$ cat config.mk
export PLATFORM = sky130hd
export DESIGN_NAME = length_prefixed_stream_deframer_top
export DESIGN_NICKNAME = d
export VERILOG_FILES = /design/src/sv/lpsd_pkg.sv /design/src/sv/length_prefixed_stream_deframer_top.sv
export SDC_FILE = /design/constraint.sdc
export NUM_CORES = 1
export LEC_CHECK = 0
export ABC_AREA = 1
export BUFFER_PORTS_ARGS = -buffer_cell sky130_fd_sc_hd__buf_2
export CAP_MARGIN = 10
export CORE_UTILIZATION = 52
export CTS_CLUSTER_DIAMETER = 200
export DETAILED_ROUTE_END_ITERATION = 10
export GPL_TIMING_DRIVEN = 1
export PLACE_DENSITY = 0.86
export SYNTH_ARGS = -nofsm -noshare
export SYNTH_HDL_FRONTEND = slang
export SYNTH_SLANG_ARGS = --single-unit
$ cat constraint.sdc
create_clock -name clk -period 2.3 [get_ports clk]
set_input_delay 0.115 -clock clk [delete_from_list [all_inputs] [get_ports clk]]
set_output_delay 0.115 -clock clk [all_outputs]
set_load 0.05 [all_outputs]
$ cat src/sv/lpsd_pkg.sv
package lpsd_pkg;

  localparam logic [1:0] PHASE_LEN_HIGH = 2'd0;
  localparam logic [1:0] PHASE_LEN_LOW  = 2'd1;
  localparam logic [1:0] PHASE_PAYLOAD  = 2'd2;
  localparam logic [1:0] PHASE_CLOSED   = 2'd3;

  localparam logic [1:0] KIND_DATA     = 2'd0;
  localparam logic [1:0] KIND_EMPTY    = 2'd1;
  localparam logic [1:0] KIND_OVERSIZE = 2'd2;

  localparam logic [15:0] MAX_FRAME_LENGTH_RESET = 16'd8192;

  typedef struct packed {
    logic [15:0] frame_length;
    logic [1:0]  kind;
    logic        frame_end;
    logic [7:0]  payload_byte;
  } result_t;

endpackage

$ cat src/sv/length_prefixed_stream_deframer_top.sv
// channel  | handshake                     | contents
// ---------+-------------------------------+-------------------------------------------
// s_axis   | s_axis_tvalid / s_axis_tready | tdata[7:0] rx_byte
// m_axis   | m_axis_tvalid / m_axis_tready | tdata payload_byte, frame_length;
//          |                               | tlast frame_end; tuser kind
// cfg      | cfg_wr_en                     | cfg_wr_data max_frame_length
//
// One item per cycle while the output register is free or being drained; each item
// is decoded and any result lands in the output register the cycle after acceptance.
// Input is taken whenever the output register is empty or being drained.
// Synchronous active-high reset: header phase, max length 8192, no result held.
// Length high bytes, in-range nonzero low bytes, post-oversize bytes: no result.
module length_prefixed_stream_deframer_top (
  input  logic        clk,
  input  logic        rst,
  input  logic        s_axis_tvalid,
  output logic        s_axis_tready,
  input  logic [7:0]  s_axis_tdata,   // [7:0] rx_byte
  output logic        m_axis_tvalid,
  input  logic        m_axis_tready,
  output logic [23:0] m_axis_tdata,   // [7:0] payload_byte, [23:8] frame_length
  output logic        m_axis_tlast,   // frame_end
  output logic [1:0]  m_axis_tuser,   // [1:0] kind
  input  logic        cfg_wr_en,
  input  logic [15:0] cfg_wr_data     // [15:0] max_frame_length
);

  logic [15:0]      max_frame_length;
  logic [1:0]       phase, phase_next;
  logic [7:0]       length_high, length_high_next;
  logic [15:0]      length_held, length_held_next;
  logic [15:0]      bytes_left, bytes_left_next;
  logic             out_valid;
  lpsd_pkg::result_t out_res, res_next;
  logic             emit;
  logic             in_fire;
  logic [15:0]      len;
  logic [15:0]      left_dec;

  assign s_axis_tready = !out_valid || m_axis_tready;
  assign in_fire       = s_axis_tvalid && s_axis_tready;
  assign len           = {length_high, s_axis_tdata};
  assign left_dec      = bytes_left - 16'd1;

  always_comb begin
    phase_next       = phase;
    length_high_next = length_high;
    length_held_next = length_held;
    bytes_left_next  = bytes_left;
    emit             = 1'b0;
    res_next         = '0;
    unique case (phase)
      lpsd_pkg::PHASE_LEN_HIGH: begin
        length_high_next = s_axis_tdata;
        phase_next       = lpsd_pkg::PHASE_LEN_LOW;
      end
      lpsd_pkg::PHASE_LEN_LOW: begin
        length_held_next = len;
        if (len >= max_frame_length) begin
          bytes_left_next       = '0;
          phase_next            = lpsd_pkg::PHASE_CLOSED;
          emit                  = 1'b1;
          res_next.frame_end    = 1'b1;
          res_next.kind         = lpsd_pkg::KIND_OVERSIZE;
          res_next.frame_length = len;
        end else if (len == 16'd0) begin
          bytes_left_next    = '0;
          phase_next         = lpsd_pkg::PHASE_LEN_HIGH;
          emit               = 1'b1;
          res_next.frame_end = 1'b1;
          res_next.kind      = lpsd_pkg::KIND_EMPTY;
        end else begin
          bytes_left_next = len;
          phase_next      = lpsd_pkg::PHASE_PAYLOAD;
        end
      end
      lpsd_pkg::PHASE_PAYLOAD: begin
        bytes_left_next       = left_dec;
        emit                  = 1'b1;
        res_next.payload_byte = s_axis_tdata;
        res_next.kind         = lpsd_pkg::KIND_DATA;
        res_next.frame_length = length_held;
        if (left_dec == 16'd0) begin
          phase_next         = lpsd_pkg::PHASE_LEN_HIGH;
          res_next.frame_end = 1'b1;
        end
      end
      lpsd_pkg::PHASE_CLOSED: begin
      end
      default: begin
      end
    endcase
  end

  always_ff @(posedge clk) begin
    if (rst) begin
      max_frame_length <= lpsd_pkg::MAX_FRAME_LENGTH_RESET;
    end else if (cfg_wr_en) begin
      max_frame_length <= cfg_wr_data;
    end
  end

  always_ff @(posedge clk) begin
    if (rst) begin
      phase       <= lpsd_pkg::PHASE_LEN_HIGH;
      length_high <= '0;
      length_held <= '0;
      bytes_left  <= '0;
    end else if (in_fire) begin
      phase       <= phase_next;
      length_high <= length_high_next;
      length_held <= length_held_next;
      bytes_left  <= bytes_left_next;
    end
  end

  always_ff @(posedge clk) begin
    if (rst) begin
      out_valid <= 1'b0;
    end else if (in_fire && emit) begin
      out_valid <= 1'b1;
    end else if (m_axis_tready) begin
      out_valid <= 1'b0;
    end
  end

  always_ff @(posedge clk) begin
    if (in_fire && emit) begin
      out_res <= res_next;
    end
  end

  assign m_axis_tvalid = out_valid;
  assign m_axis_tdata  = {out_res.frame_length, out_res.payload_byte};
  assign m_axis_tlast  = out_res.frame_end;
  assign m_axis_tuser  = out_res.kind;

endmodule

After elaboration in Yosys (flattened, before gate mapping) --
Cells that the tools add are included.
Storage, ports and cells: bits of input ports 29, output and inout port bits 29, ROM bits 0, RAM bits 0, memories kept 0, register bits 86, word-level logic and storage cells 46, bits in latches 0
Operators by class: divide/modulo/power cells 0, $mul 0, bitwise logic cells 0, equality and inequality tests 3, mux-type cells 17, add/subtract/negate cells 1, reductions and logical operators 14, magnitude comparators 1, shifts and indexed selects 0
Operators with widths (number):
- 2-to-1 mux 16 bit | 3
- case mux 19 bit (2 select lines) | 1
- logical NOT 16 bit | 2
- case mux 16 bit (2 select lines) | 1
- >= comparator 16 bit | 1
- subtractor 16 x 1 -> 16 bit (second input constant) | 1
- 2-to-1 mux 2 bit | 4
- case mux 2 bit (3 select lines) | 1
- AND reduction 2 bit | 3
- 2-to-1 mux 1 bit | 5
- nonzero test 2 bit | 2
- 2-to-1 mux 3 bit | 1
- AND reduction 3 bit | 1
- nonzero test 3 bit | 1
- equality test 2 x 1 -> 1 bit (second input constant) | 1
- equality test 2 bit (second input constant) | 1
- logical AND 1 bit | 2
- logical NOT 2 bit | 1
- inequality test 2 bit (second input constant) | 1
- case mux 1 bit (2 select lines) | 1
- logical NOT 1 bit | 1
- logical OR 1 bit | 1

Depth between registers and ports, before layout --
Gate-level depths: netlist of the first run.
word-level depth 6, mapped depth 15, gate-level depth less buffers 15

Worst setup path before layout of the first run --
No wires, ideal clock.
path kind reg-to-reg, start register out_valid, in the netlist m_axis_tvalid, end register out_res, in the netlist m_axis_tdata[0], enable pin, arrival 2.238 ns, period minus slack after synthesis 2.620 ns, path slack -0.320 ns, data required time 1.918 ns, setup time 0.382 ns, path buffers 1, cell stages (with the launch flop) 7, cells stage by stage dfxtp_1 > nand2_1 > nand2_1 > nor2_1 > clkbuf_1 > nand2_1 > inv_1
Between the ends: word-level cells in the longest chain between the ends 4
Ends and longest elaborated chain:
- from (decl) | line length_prefixed_stream_deframer_top.sv:33 | logic out_valid;
- from (signal assigned) | line length_prefixed_stream_deframer_top.sv:119 | out_valid <= 1'b0;
- from (signal assigned) | line length_prefixed_stream_deframer_top.sv:121 | out_valid <= 1'b1;
- from (signal assigned) | line length_prefixed_stream_deframer_top.sv:123 | out_valid <= 1'b0;
- logical NOT 1 bit | line length_prefixed_stream_deframer_top.sv:40 | assign s_axis_tready = !out_valid || m_axis_tready;
- logical OR 1 bit | line length_prefixed_stream_deframer_top.sv:40
- net s_axis_tready | line length_prefixed_stream_deframer_top.sv:17 | output logic s_axis_tready,
- logical AND 1 bit | line length_prefixed_stream_deframer_top.sv:41 | assign in_fire = s_axis_tvalid && s_axis_tready;
- logical AND 1 bit | line length_prefixed_stream_deframer_top.sv:128 | if (in_fire && emit) begin
- to (signal assigned) | line length_prefixed_stream_deframer_top.sv:129 | out_res <= res_next;
- to (decl) | line length_prefixed_stream_deframer_top.sv:34 | lpsd_pkg::result_t out_res, res_next;
The timed path passes the listed nets, and every way through them passes these cells. A chain may end at the register's enable or synchronous reset.

Worst setup path after layout of the first run --
start register max_frame_length[11], end register out_res, in the netlist m_axis_tdata[3], enable pin
Between the ends: word-level cells in the longest chain between the ends 4
Ends and longest elaborated chain:
- from (decl) | line length_prefixed_stream_deframer_top.sv:28 | logic [15:0] max_frame_length;
- from (signal assigned) | line length_prefixed_stream_deframer_top.sv:97 | max_frame_length <= lpsd_pkg::MAX_FRAME_LENGTH_RESET;
- from (signal assigned) | line length_prefixed_stream_deframer_top.sv:99 | max_frame_length <= cfg_wr_data;
- >= comparator 16 bit | line length_prefixed_stream_deframer_top.sv:59 | if (len >= max_frame_length) begin
- 2-to-1 mux 1 bit | line length_prefixed_stream_deframer_top.sv:59
- case mux 1 bit (2 select lines) | line length_prefixed_stream_deframer_top.sv:52 | unique case (phase)
- logical AND 1 bit | line length_prefixed_stream_deframer_top.sv:128
Every way passes these cells.

==> run_results.csv, run 1 <==
group,metric,value,unit
sta,hold_viol,0,
hold_path,worstHoldPathType,"input pin to flop",
hold_path,hold_start,"cfg_wr_data[11]",
cts,clkSinkCount,86,
cells_and_area,final-instance-count-excl-fill,707,
critical_path,timing.critical_path.slowest_stage_cell,"sky130_fd_sc_hd__ha_1",
critical_path,r2r_slack,0.21,ns
drt,first_pass_iters,5,
yosys,avgSynthCellArea,7.999,µm²
die,dieHeight,93.06,µm
drt,viasPerCell,5.635,
sta,slew-limit-headroom,55.17,%
cts,cts.path.max_buffers,2,
yosys,post_synth_num_cell_types,31,
critical_path,worst_ep_required_time,2.41,ns
yosys,largest_family_of_logic_cells_by_synthesized_area,"simple AND/OR/NAND/NOR gates",
global_route,gr-total-overflow,0,
yosys,synth_area_leader_cell,"sky130_fd_sc_hd__dfxtp_1",
placement,place_inst,687,
pwr,leakage,2.167,nW
yosys,synth-simple-area-share,19.33,%
outcome,outcome,"finished, final reports clean",
yosys,synth_seq_cells,86,
cells_and_area,design.final.nets,651,
drt,drc,0,
die,initial_utilization,54.66,%
cts,clockRootBuffer,"sky130_fd_sc_hd__clkbuf_8",
cells_and_area,antennaDiodeCount,0,
sta,total_negative_slack,0,ns
die,design.core.area,7888,µm²
yosys,synth_xor_xnor_area_share,0.6094,%
pwr,ir_drop,0.3692,mV
drt,antenna_violation_net_count_after_detailed_routing,0,
sta,final-setup-viol-count,0,
yosys,synthesized_netlist_cell_count,539,
cells_and_area,final_core_util,62.96,%
hold_path,timing.hold.worst_endpoint,"max_frame_length[11]$_SDFFE_PP0P_",
critical_path,critPathKind,"flop to flop",
cts,cts_buffers,9,
critical_path,worstReg2RegEnd,"m_axis_tdata[3]$_SDFFCE_PP0P_",
flow_run,cap_violations,0,
yosys,synthesis.yosys.warnings,0,
critical_path,worst_setup_path_end_kind,"flop",
global_route,pin_count_of_the_biggest_net_entering_global_routing,58,
global_route,grt_pass1_wl,17450,µm
sta,final.setup_skew,0.01133,ns
cells_and_area,layout-drive-gt1-share,18.35,%
yosys,synth_compound_gate_area_share,17.99,%
cells_and_area,area.growth.synth_to_final,15.18,%
critical_path,critical_path_start_type,"flop",
global_route,grt_pass1_vias,3752,
sta,grt_setup_unrepaired,"false",
drt,wirelength,10760,µm
global_route,grt_most_used_layer,"met2",
critical_path,worst_path_arrival,2.20,ns
placement,place.gp.congestion,0.9622,
placement,detailed_place.area,4731,µm²
yosys,syn_nets,590,
drt,dr_total_vias,3984,
sta,achievable-frequency,0.4787,GHz
placement,detailed_place_hpwl,7882,µm
critical_path,worst_path_most_repeated_cell,"sky130_fd_sc_hd__nand2_1",
cts,htree_num_levels,3,
critical_path,r2r-start,"max_frame_length[11]$_SDFFE_PP0P_",
die,io_pins,58,
die,die-area,8660,µm²
yosys,top_post_synthesis_cells_by_area,"sky130_fd_sc_hd__dfxtp_1 27%, sky130_fd_sc_hd__edfxtp_1 19%, sky130_fd_sc_hd__inv_1 7.1%",
yosys,yosysSeqAreaShare,46.20,%
cts,tritoncts,"built",
sta,final_clock_period_utilization_by_the_worst_path,90.82,%
global_route,groute.layer.met1.usage,34.48,%
critical_path,crit_path_cell_trace,"inv_1, ha_1, a21oi_2, a21oi_1, nor2_1, nand3_1, nand2_1, nand2_1, nand2_1, clkinvlp_4, buf_6",
die,die_w,93.06,µm
critical_path,maximum_fanout_encountered_on_the_critical_timing_path,27,
critical_path,max_stage_delay,0.36,ns
yosys,synth.top_cell.area_share,27.39,%
global_route,grtUsageTotal,26.23,%
sta,worst_slew_pin_slew,0.6717,ns
placement,port_buffers,57,
critical_path,worst-r2r-cell-count,11,
cells_and_area,fin_area,4966,µm²
sta,min_period,2.089,ns
drt,detailedRoute.firstIterationViolations,420,
die,placement_rows,32,
yosys,syn_area,4312,µm²
global_route,grtUsageMet2,40.13,%
drt,routedWlPerCell,15.22,µm
global_route,globalRouteMet3Util,5.122,%
pwr,cellPowerDensity,795.8,nW/µm²
sta,report.final.slew_viol_count,0,
yosys,adder_and_majority_gate_portion_of_the_synthesized_area,6.384,%
global_route,antenna_found_initial,0,
cts,clk_transition_reported_paths,0.10,ns
cts,clock_latency,0.37,ns
yosys,muxShareOfSynthArea,0,%
hold_path,hold_path_depth,3,
-- where the power goes --
part / internal (W) / leakage [nW] / switching [W]
logic: 0.000380 / 1.34 / 0.000771
registers: 0.00168 / 0.737 / 0.0000913
clock network: 0.000417 / 0.0903 / 0.000611
total: 0.00248 / 2.17 / 0.00147
-- critical path: cells and delay by family, from the launching register on --
| family | cells | cell delay, ns |
|---|---|---|
| compound gates | 2 | 0.25 |
| fa+ha+maj | 1 | 0.36 |
| buf+inv | 3 | 0.36 |
| flops | 1 | 0.32 |
| simple gates | 5 | 0.54 |
-- cell usage after synthesis, drive strengths merged --
library cell  count
nor2             38
clkbuf           18
or2               1
o21bai            1
edfxtp           27
nand3b            2
a31oi            15
dfxtp            59
nor3              3
ha               22
o21a              1
xnor2             1
nand4             8
a21o              1
inv              84
buf               5
clkinv            1
o22ai            15
nand3            37
nand2            85
xor2              2
a21oi            51
o21ai            62
-- stage by stage --
| step | hold WS, ns | setup slack (ns) | total power, W |
|---|---|---|---|
| after global routing | 0.03128 | 0.007264 | 0.004166 |
| after global placement | 0.3327 | 0.2591 | 0.002885 |
| after detailed placement | 0.3527 | 0.1891 | 0.002933 |
| after floorplan | 0.1841 | 0.02845 | 0.002648 |
| after CTS | 0.01952 | 0.1379 | 0.003945 |
| final | 0.02091 | 0.2111 | 0.003952 |
-- kinds of logic (layout without fill, tap and decap cells) --
logic type,after synthesis,in the layout
buf+inv,108,174
fa+ha+maj,22,22
simple gates,174,174
flops,86,86
xor+xnor,3,3
compound gates,146,146
-- layout by cell type, fill, tap and decap left out, types with 15 or more instances in the layout --
| cell type | Yosys | final |
|---|---|---|
| sky130_fd_sc_hd__a21oi_1 | 51 | 50 |
| sky130_fd_sc_hd__a31oi_1 | 15 | 15 |
| sky130_fd_sc_hd__buf_2 | 3 | 57 |
| sky130_fd_sc_hd__dfxtp_1 | 59 | 59 |
| sky130_fd_sc_hd__edfxtp_1 | 27 | 27 |
| sky130_fd_sc_hd__ha_1 | 22 | 22 |
| sky130_fd_sc_hd__inv_1 | 82 | 81 |
| sky130_fd_sc_hd__nand2_1 | 80 | 79 |
| sky130_fd_sc_hd__nand3_1 | 35 | 35 |
| sky130_fd_sc_hd__nor2_1 | 25 | 25 |
| sky130_fd_sc_hd__o21ai_0 | 58 | 58 |
| sky130_fd_sc_hd__o22ai_1 | 15 | 15 |
-- how the worst max path moves through the flow --
stage,cells past startpoint,end,start,slack [ns]
floorplan,6,m_axis_tdata[0]$_SDFFCE_PP0P_,m_axis_tvalid$_SDFFE_PP0P_,0.03
global placement,13,m_axis_tdata[14]$_DFFE_PP_,max_frame_length[5]$_SDFFE_PP0P_,0.26
detailed placement,11,m_axis_tdata[14]$_DFFE_PP_,max_frame_length[11]$_SDFFE_PP0P_,0.19
CTS,11,m_axis_tdata[9]$_DFFE_PP_,max_frame_length[11]$_SDFFE_PP0P_,0.14
global route,13,m_axis_tdata[3]$_SDFFCE_PP0P_,max_frame_length[5]$_SDFFE_PP0P_,0.007
finish,11,m_axis_tdata[3]$_SDFFCE_PP0P_,max_frame_length[11]$_SDFFE_PP0P_,0.21
-- area by class of cell --
class / count / area (µm²)
clock buffer: 9 / 123.9
clock inverter: 7 / 63.81
fill: 668 / 2922
inverter: 85 / 322.8
multi-input combinational: 345 / 1917
sequential: 86 / 1992
tap: 102 / 127.6
timing repair buffer: 73 / 419.2
-- layer usage --
metal  vias to the layer above  routed length, µm
met4                         0                468
li1                       1941                  -
met1                      1818               4659
met2                       188               4748
met3                        37                885
met5                         -                  0
-- repair_timing --
item / 4_1_cts / 5_1_grt
hold buffers: 4 / 0
hold endpoints to repair: 3 / 0
resized for setup: 0 / 2
setup buffers: 0 / 0
endpoints found under the setup margin: 0 / 27
-- state kept, by name, summed over array words and instances, names as in the netlist --
signal            cells
m_axis_tuser          2
length_high           8
m_axis_tvalid         1
m_axis_tlast          1
m_axis_tdata         24
bytes_left           16
max_frame_length     16
length_held          16
phase                 2
Power figures use the tool's default switching activity.
==> run 2: changes to the inputs <==
Settings changed: CELL_PAD_IN_SITES_DETAIL_PLACEMENT from default to 1, CELL_PAD_IN_SITES_GLOBAL_PLACEMENT from default to 1, CORE_UTILIZATION 52 to 38, CTS_CLUSTER_SIZE from default to 14, PLACE_DENSITY 0.86 to 0.85.
==> run 2 against run 1 <==
Utilization fell by 16 points; clock power rose by 48%; critical path type unchanged; largest cell class unchanged; routed wire length rose by 18%.
==> run_results.csv, run 2 (same netlist as run 1, synthesis figures left out) <==
group,metric,value,unit
pwr,power.clock.fraction,33.8,%
placement,place.gp.congestion,0.9159,
cts,clkSinkCount,86,
drt,drc,0,
sta,final-setup-viol-count,0,
die,dieHeight,108.5,µm
die,die-area,11780,µm²
drt,antenna_violation_net_count_after_detailed_routing,0,
pwr,internal_power,0.002958,W
pwr,seqPwrFrac,39.6,%
cells_and_area,largest_register_ff_count,24,
critical_path,gate_family_responsible_for_the_most_delay_along_the_worst_path,"simple AND/OR/NAND/NOR gates",
pwr,net-switching-power,0.001540,W
pwr,ir_drop,0.4313,mV
die,io_pins,58,
global_route,gr-total-overflow,0,
outcome,outcome,"finished, final reports clean",
global_route,grt_pass1_vias,4152,
placement,detailed_place_hpwl,9362,µm
drt,viasPerCell,5.300,
cells_and_area,layout.cells.most_common_list,"81 x sky130_fd_sc_hd__inv_1, 76 x sky130_fd_sc_hd__nand2_1, 59 x sky130_fd_sc_hd__dfxtp_1",
critical_path,critical_path_start_type,"flop",
die,design.core.area,10940,µm²
critical_path,worst_ep_required_time,2.39,ns
sta,worst_slew_pin_slew,0.7317,ns
critical_path,worst_path_most_repeated_cell,"sky130_fd_sc_hd__nand2_1",
sta,grt_setup_unrepaired,"false",
sta,total_negative_slack,0,ns
sta,holdWs,0.01001,ns
hold_path,worstHoldPathType,"input pin to flop",
critical_path,max_stage_delay,0.32,ns
sta,report.final.slew_viol_count,0,
sta,achievable-frequency,0.4715,GHz
global_route,grtUsageTotal,23.24,%
drt,dr_total_vias,3959,
cts,cts_buffers,9,
cells_and_area,layout-drive-gt1-share,19.44,%
pwr,leakage,2.246,nW
critical_path,worst_setup_path_end_kind,"flop",
cells_and_area,area.growth.synth_to_final,19.68,%
cells_and_area,layout_commonest_cell,"sky130_fd_sc_hd__inv_1",
drt,detailedRoute.firstIterationViolations,205,
cells_and_area,antennaDiodeCount,0,
cts,cts.path.max_buffers,2,
drt,routedWlPerCell,16.97,µm
die,die_w,108.5,µm
pwr,power_switching_share,34.24,%
cts,htree_num_levels,3,
critical_path,critPathKind,"flop to flop",
die,placement_rows,38,
critical_path,worst_path_arrival,2.22,ns
sta,final.setup_skew,0.008980,ns
critical_path,count_of_buffer_and_inverter_cells_on_the_critical_path,3,
drt,first_pass_iters,4,
drt,wirelength,12680,µm
sta,final_clock_period_utilization_by_the_worst_path,92.21,%
sta,hold_viol,0,
cts,cts_setup_buffers,0,
critical_path,maximum_fanout_encountered_on_the_critical_timing_path,27,
critical_path,timing.critical_path.slowest_stage_cell,"sky130_fd_sc_hd__dfxtp_1",
cells_and_area,design.final.nets,653,
cts,clock_latency,0.34,ns
pwr,combPwrFrac,26.6,%
critical_path,crit_path_cell_trace,"inv_1, ha_1, a21oi_1, nor2_1, nor3_1, nand2_1, nand2_2, nand3_1, nand2_1, nand2_1, nand2_2, clkinvlp_4, buf_12",
pwr,cellPowerDensity,871.8,nW/µm²
global_route,antenna_found_initial,0,
cells_and_area,fin_area,5160,µm²
die,initial_utilization,39.43,%
placement,port_buffers,57,
global_route,grt_pass1_wl,20650,µm
placement,detailed_place.area,4828,µm²
sta,min_period,2.121,ns
global_route,pin_count_of_the_biggest_net_entering_global_routing,33,
cts,clk_transition_reported_paths,0.07,ns
cts,tritoncts,"built",
sta,slew-limit-headroom,51.16,%
flow_run,cap_violations,0,
cts,clockRootBuffer,"sky130_fd_sc_hd__clkbuf_16",
## run 2: changes by cell type in the layout (fill, tap and decap cells not counted), sizes merged
cell	change
buf	+5
clkinvlp	-1
clkbuf	+1
inv	-1
bufinv	+1
dlygate4sd3	-3
## run 2: stage by stage
step / setup WS (ns) / util [%] / instances / power, W
floorplan: 0.02845 / - / 539 / 0.002648
detailed placement: 0.1570 / 44.15 / 730 / 0.002981
global placement: 0.2542 / 44.15 / 730 / 0.002918
finish: 0.1791 / 47.19 / 747 / 0.004499
global route: 0.03442 / 47.19 / 747 / 0.004721
CTS: 0.1082 / 47.12 / 747 / 0.004519
## run 2: path summary, 6_finish.rpt
kind / end / depth (start not counted) / startpoint / slack [ns]
min: max_frame_length[0]$_SDFFE_PP0P_ / 3 / cfg_wr_data[0] / 0.01
min reg2reg: length_held[5]$_SDFFE_PP0P_ / 2 / length_held[5]$_SDFFE_PP0P_ / 0.46
max: m_axis_tdata[14]$_DFFE_PP_ / 13 / max_frame_length[5]$_SDFFE_PP0P_ / 0.18
max reg2reg: m_axis_tdata[14]$_DFFE_PP_ / 13 / max_frame_length[5]$_SDFFE_PP0P_ / 0.18
## run 2: repair_timing
action                                  CTS  global route
endpoints found under the setup margin    0            38
resized for setup                         0             3
hold buffers                              1             0
hold endpoints to repair                  1             0
## run 2: area by class of cell
class | instances | area, µm²
flip-flops and latches | 86 | 1992
clock buffers | 10 | 239.0
multi-input cells | 345 | 1921
inverters | 85 | 322.8
clock inverters | 6 | 75.07
fillers | 1381 | 5776
well taps | 140 | 175.2
repair buffers | 75 | 435.4
## run 2: layer usage
metal  track usage, %  part of all wire (%)  routed length, µm
met4            6.467                   1.7                218
met5                0                     0                  0
met2            40.64                    49               6269
met3            3.978                   5.3                672
met1            29.28                    44               5519
## run 2: tightest hold or removal path, cell delays in order
cell and delay (ns):
sky130_fd_sc_hd__buf_2 0.08, sky130_fd_sc_hd__nor2_1 0.04, sky130_fd_sc_hd__nor2_1 0.08
## run 2: power groups by stage
stage | Clock [W] | Combinational, W | Sequential (W)
finish | 0.00152 | 0.00120 | 0.00178
global route | 0.00160 | 0.00133 | 0.00179
CTS | 0.00154 | 0.00120 | 0.00178
detailed placement | 0 | 0.00117 | 0.00181
global placement | 0 | 0.00111 | 0.00180
floorplan | 0 | 0.000820 | 0.00183
==> run 3: changes to the inputs <==
Settings changed: BUFFER_PORTS_ARGS -buffer_cell sky130_fd_sc_hd__buf_2 to default, CORE_UTILIZATION 38 to 42, DONT_BUFFER_PORTS from default to 1.
==> run 3 against run 2 <==
First-iteration DRC count increased by 2.9%; die area decreased by 9.4%; maximum frequency decreased by 0.49%; final area decreased by 4.2%; total power decreased by 8.7%; critical path type unchanged; utilization increased by 2.9 points; largest cell class unchanged; count of clock-buffer cells in the layout decreased by 1; clock skew increased by 0.0013 ns; largest power group unchanged.
==> run_results.csv, run 3 (same netlist as run 1, synthesis figures left out) <==
group,metric,value,unit
drt,antenna_violation_net_count_after_detailed_routing,0,
critical_path,worst_path_arrival,2.25,ns
drt,dr_total_vias,3899,
global_route,grt_pass1_vias,4107,
drt,wirelength,13160,µm
pwr,combPwrFrac,27.9,%
critical_path,count_of_buffer_and_inverter_cells_on_the_critical_path,2,
cells_and_area,layout.cells.most_common_list,"81 x sky130_fd_sc_hd__inv_1, 78 x sky130_fd_sc_hd__nand2_1, 59 x sky130_fd_sc_hd__dfxtp_1",
outcome,outcome,"finished, final reports clean",
global_route,antenna_found_initial,0,
cts,clockRootBuffer,"sky130_fd_sc_hd__clkbuf_8",
die,initial_utilization,43.71,%
cts,tritoncts,"built",
sta,final.setup_skew,0.01029,ns
cells_and_area,antennaDiodeCount,0,
critical_path,critical_path_start_type,"flop",
critical_path,gate_family_responsible_for_the_most_delay_along_the_worst_path,"simple AND/OR/NAND/NOR gates",
placement,place_inst,657,
sta,final_clock_period_utilization_by_the_worst_path,92.67,%
pwr,power.clock.fraction,27.6,%
sta,worst_slew_pin_slew,0.7381,ns
drt,detailedRoute.firstIterationViolations,211,
pwr,cellPowerDensity,831.6,nW/µm²
sta,hold_viol,0,
pwr,leakage,2.032,nW
cells_and_area,final_core_util,50.09,%
cells_and_area,layout-drive-gt1-share,9.011,%
die,die_w,103.3,µm
critical_path,maximum_fanout_encountered_on_the_critical_timing_path,27,
cells_and_area,layout_commonest_cell,"sky130_fd_sc_hd__inv_1",
drt,first_pass_iters,4,
cells_and_area,fin_area,4941,µm²
drt,viasPerCell,5.578,
sta,worst_slack,0.1687,ns
critical_path,worst_path_most_repeated_cell,"sky130_fd_sc_hd__nand2_1",
die,die-area,10680,µm²
sta,achievable-frequency,0.4692,GHz
global_route,gr-total-overflow,0,
cts,cts_setup_buffers,0,
critical_path,critPathKind,"flop to flop",
cells_and_area,design.final.nets,612,
sta,final-setup-viol-count,0,
pwr,net-switching-power,0.001532,W
drt,routedWlPerCell,18.83,µm
global_route,grtUsageTotal,26.37,%
pwr,power_switching_share,37.28,%
cts,htree_num_levels,3,
cts,cts.path.max_buffers,2,
die,design.core.area,9864,µm²
sta,report.final.slew_viol_count,0,
flow_run,cap_violations,0,
pwr,internal_power,0.002577,W
critical_path,timing.critical_path.slowest_stage_cell,"sky130_fd_sc_hd__dfxtp_1",
cells_and_area,largest_register_ff_count,24,
drt,drc,0,
critical_path,worst_ep_required_time,2.42,ns
placement,port_buffers,0,
pwr,seqPwrFrac,44.5,%
critical_path,crit_path_cell_trace,"ha_1, a21oi_1, a21oi_1, nor2_2, nand3_1, nand2_1, nand2_1, nand2_1, clkinvlp_4, buf_12",
placement,post-place-ws,0.1807,ns
pwr,ir_drop,0.4101,mV
global_route,grt_pass1_wl,20920,µm
die,placement_rows,36,
cts,clock_latency,0.37,ns
sta,grt_setup_unrepaired,"false",
cts,cts_buffers,9,
critical_path,max_stage_delay,0.43,ns
sta,total_negative_slack,0,ns
die,dieHeight,103.3,µm
cells_and_area,area.growth.synth_to_final,14.60,%
placement,detailed_place_hpwl,8468,µm
global_route,pin_count_of_the_biggest_net_entering_global_routing,58,
hold_path,worstHoldPathType,"input pin to flop",
sta,min_period,2.131,ns
die,io_pins,58,
cts,clkSinkCount,86,
cells_and_area,final-instance-count-excl-fill,699,
cts,clk_transition_reported_paths,0.10,ns
critical_path,worst_setup_path_end_kind,"flop",
sta,slew-limit-headroom,50.74,%
placement,place.gp.congestion,0.8482,
placement,detailed_place.area,4467,µm²
## run 3: cell types whose count changed in the layout (fill, tap and decap cells not counted), sizes merged
cell and change:
buf -66, clkbuf -1, clkinv +3, dlygate4sd3 +25, inv -2
## run 3: stage by stage
step	hold WS [ns]	power [W]
6_report	0.02604	0.004109
5_1_grt	0.04146	0.004325
4_1_cts	0.01864	0.004089
3_5_place_dp	0.2086	0.002905
3_3_place_gp	0.2201	0.002842
2_1_floorplan	0.1841	0.002648
## run 3: layer usage
metal | vias to the layer above | share of wire [%] | global-route usage, %
li1 | 1858 | - | -
met3 | 23 | 6.2 | 5.645
met5 | - | 0 | 0
met1 | 1882 | 45 | 33.96
met4 | 0 | 2.2 | 9.642
met2 | 136 | 46 | 43.64
## run 3: cell type report
cell class	count	area (µm²)
fill	1181	4923
sequential	86	1992
multi-input combinational	345	1918
timing repair buffer	34	332.8
inverter	85	322.8
tap	133	166.4
clock buffer	9	123.9
clock inverter	7	85.08
## run 3: path summary, 6_finish.rpt
| kind | start | endpoint | slack, ns | depth (start not counted) |
|---|---|---|---|---|
| setup / recovery | length_high[3]$_SDFFE_PP0P_ | m_axis_tdata[6]$_SDFFCE_PP0P_ | 0.17 | 10 |
| hold reg to reg | length_held[9]$_SDFFE_PP0P_ | length_held[9]$_SDFFE_PP0P_ | 0.46 | 2 |
| setup reg to reg | length_high[3]$_SDFFE_PP0P_ | m_axis_tdata[6]$_SDFFCE_PP0P_ | 0.17 | 10 |
| hold / removal | s_axis_tdata[6] | m_axis_tdata[14]$_DFFE_PP_ | 0.03 | 2 |
## run 3: power by group through the flow
stage               registers [W]  logic (W)  clock network, W
CTS                       0.00182    0.00112           0.00115
global route              0.00184    0.00127           0.00121
floorplan                 0.00183   0.000820                 0
global placement          0.00185   0.000992                 0
finish                    0.00183    0.00115           0.00114
detailed placement        0.00186    0.00105                 0
## run 3: repair_timing
item                                    4_1_cts  5_1_grt
endpoints found under the hold margin        49        0
resized for setup                             0        2
hold buffers                                 26        0
endpoints found under the setup margin        0       14
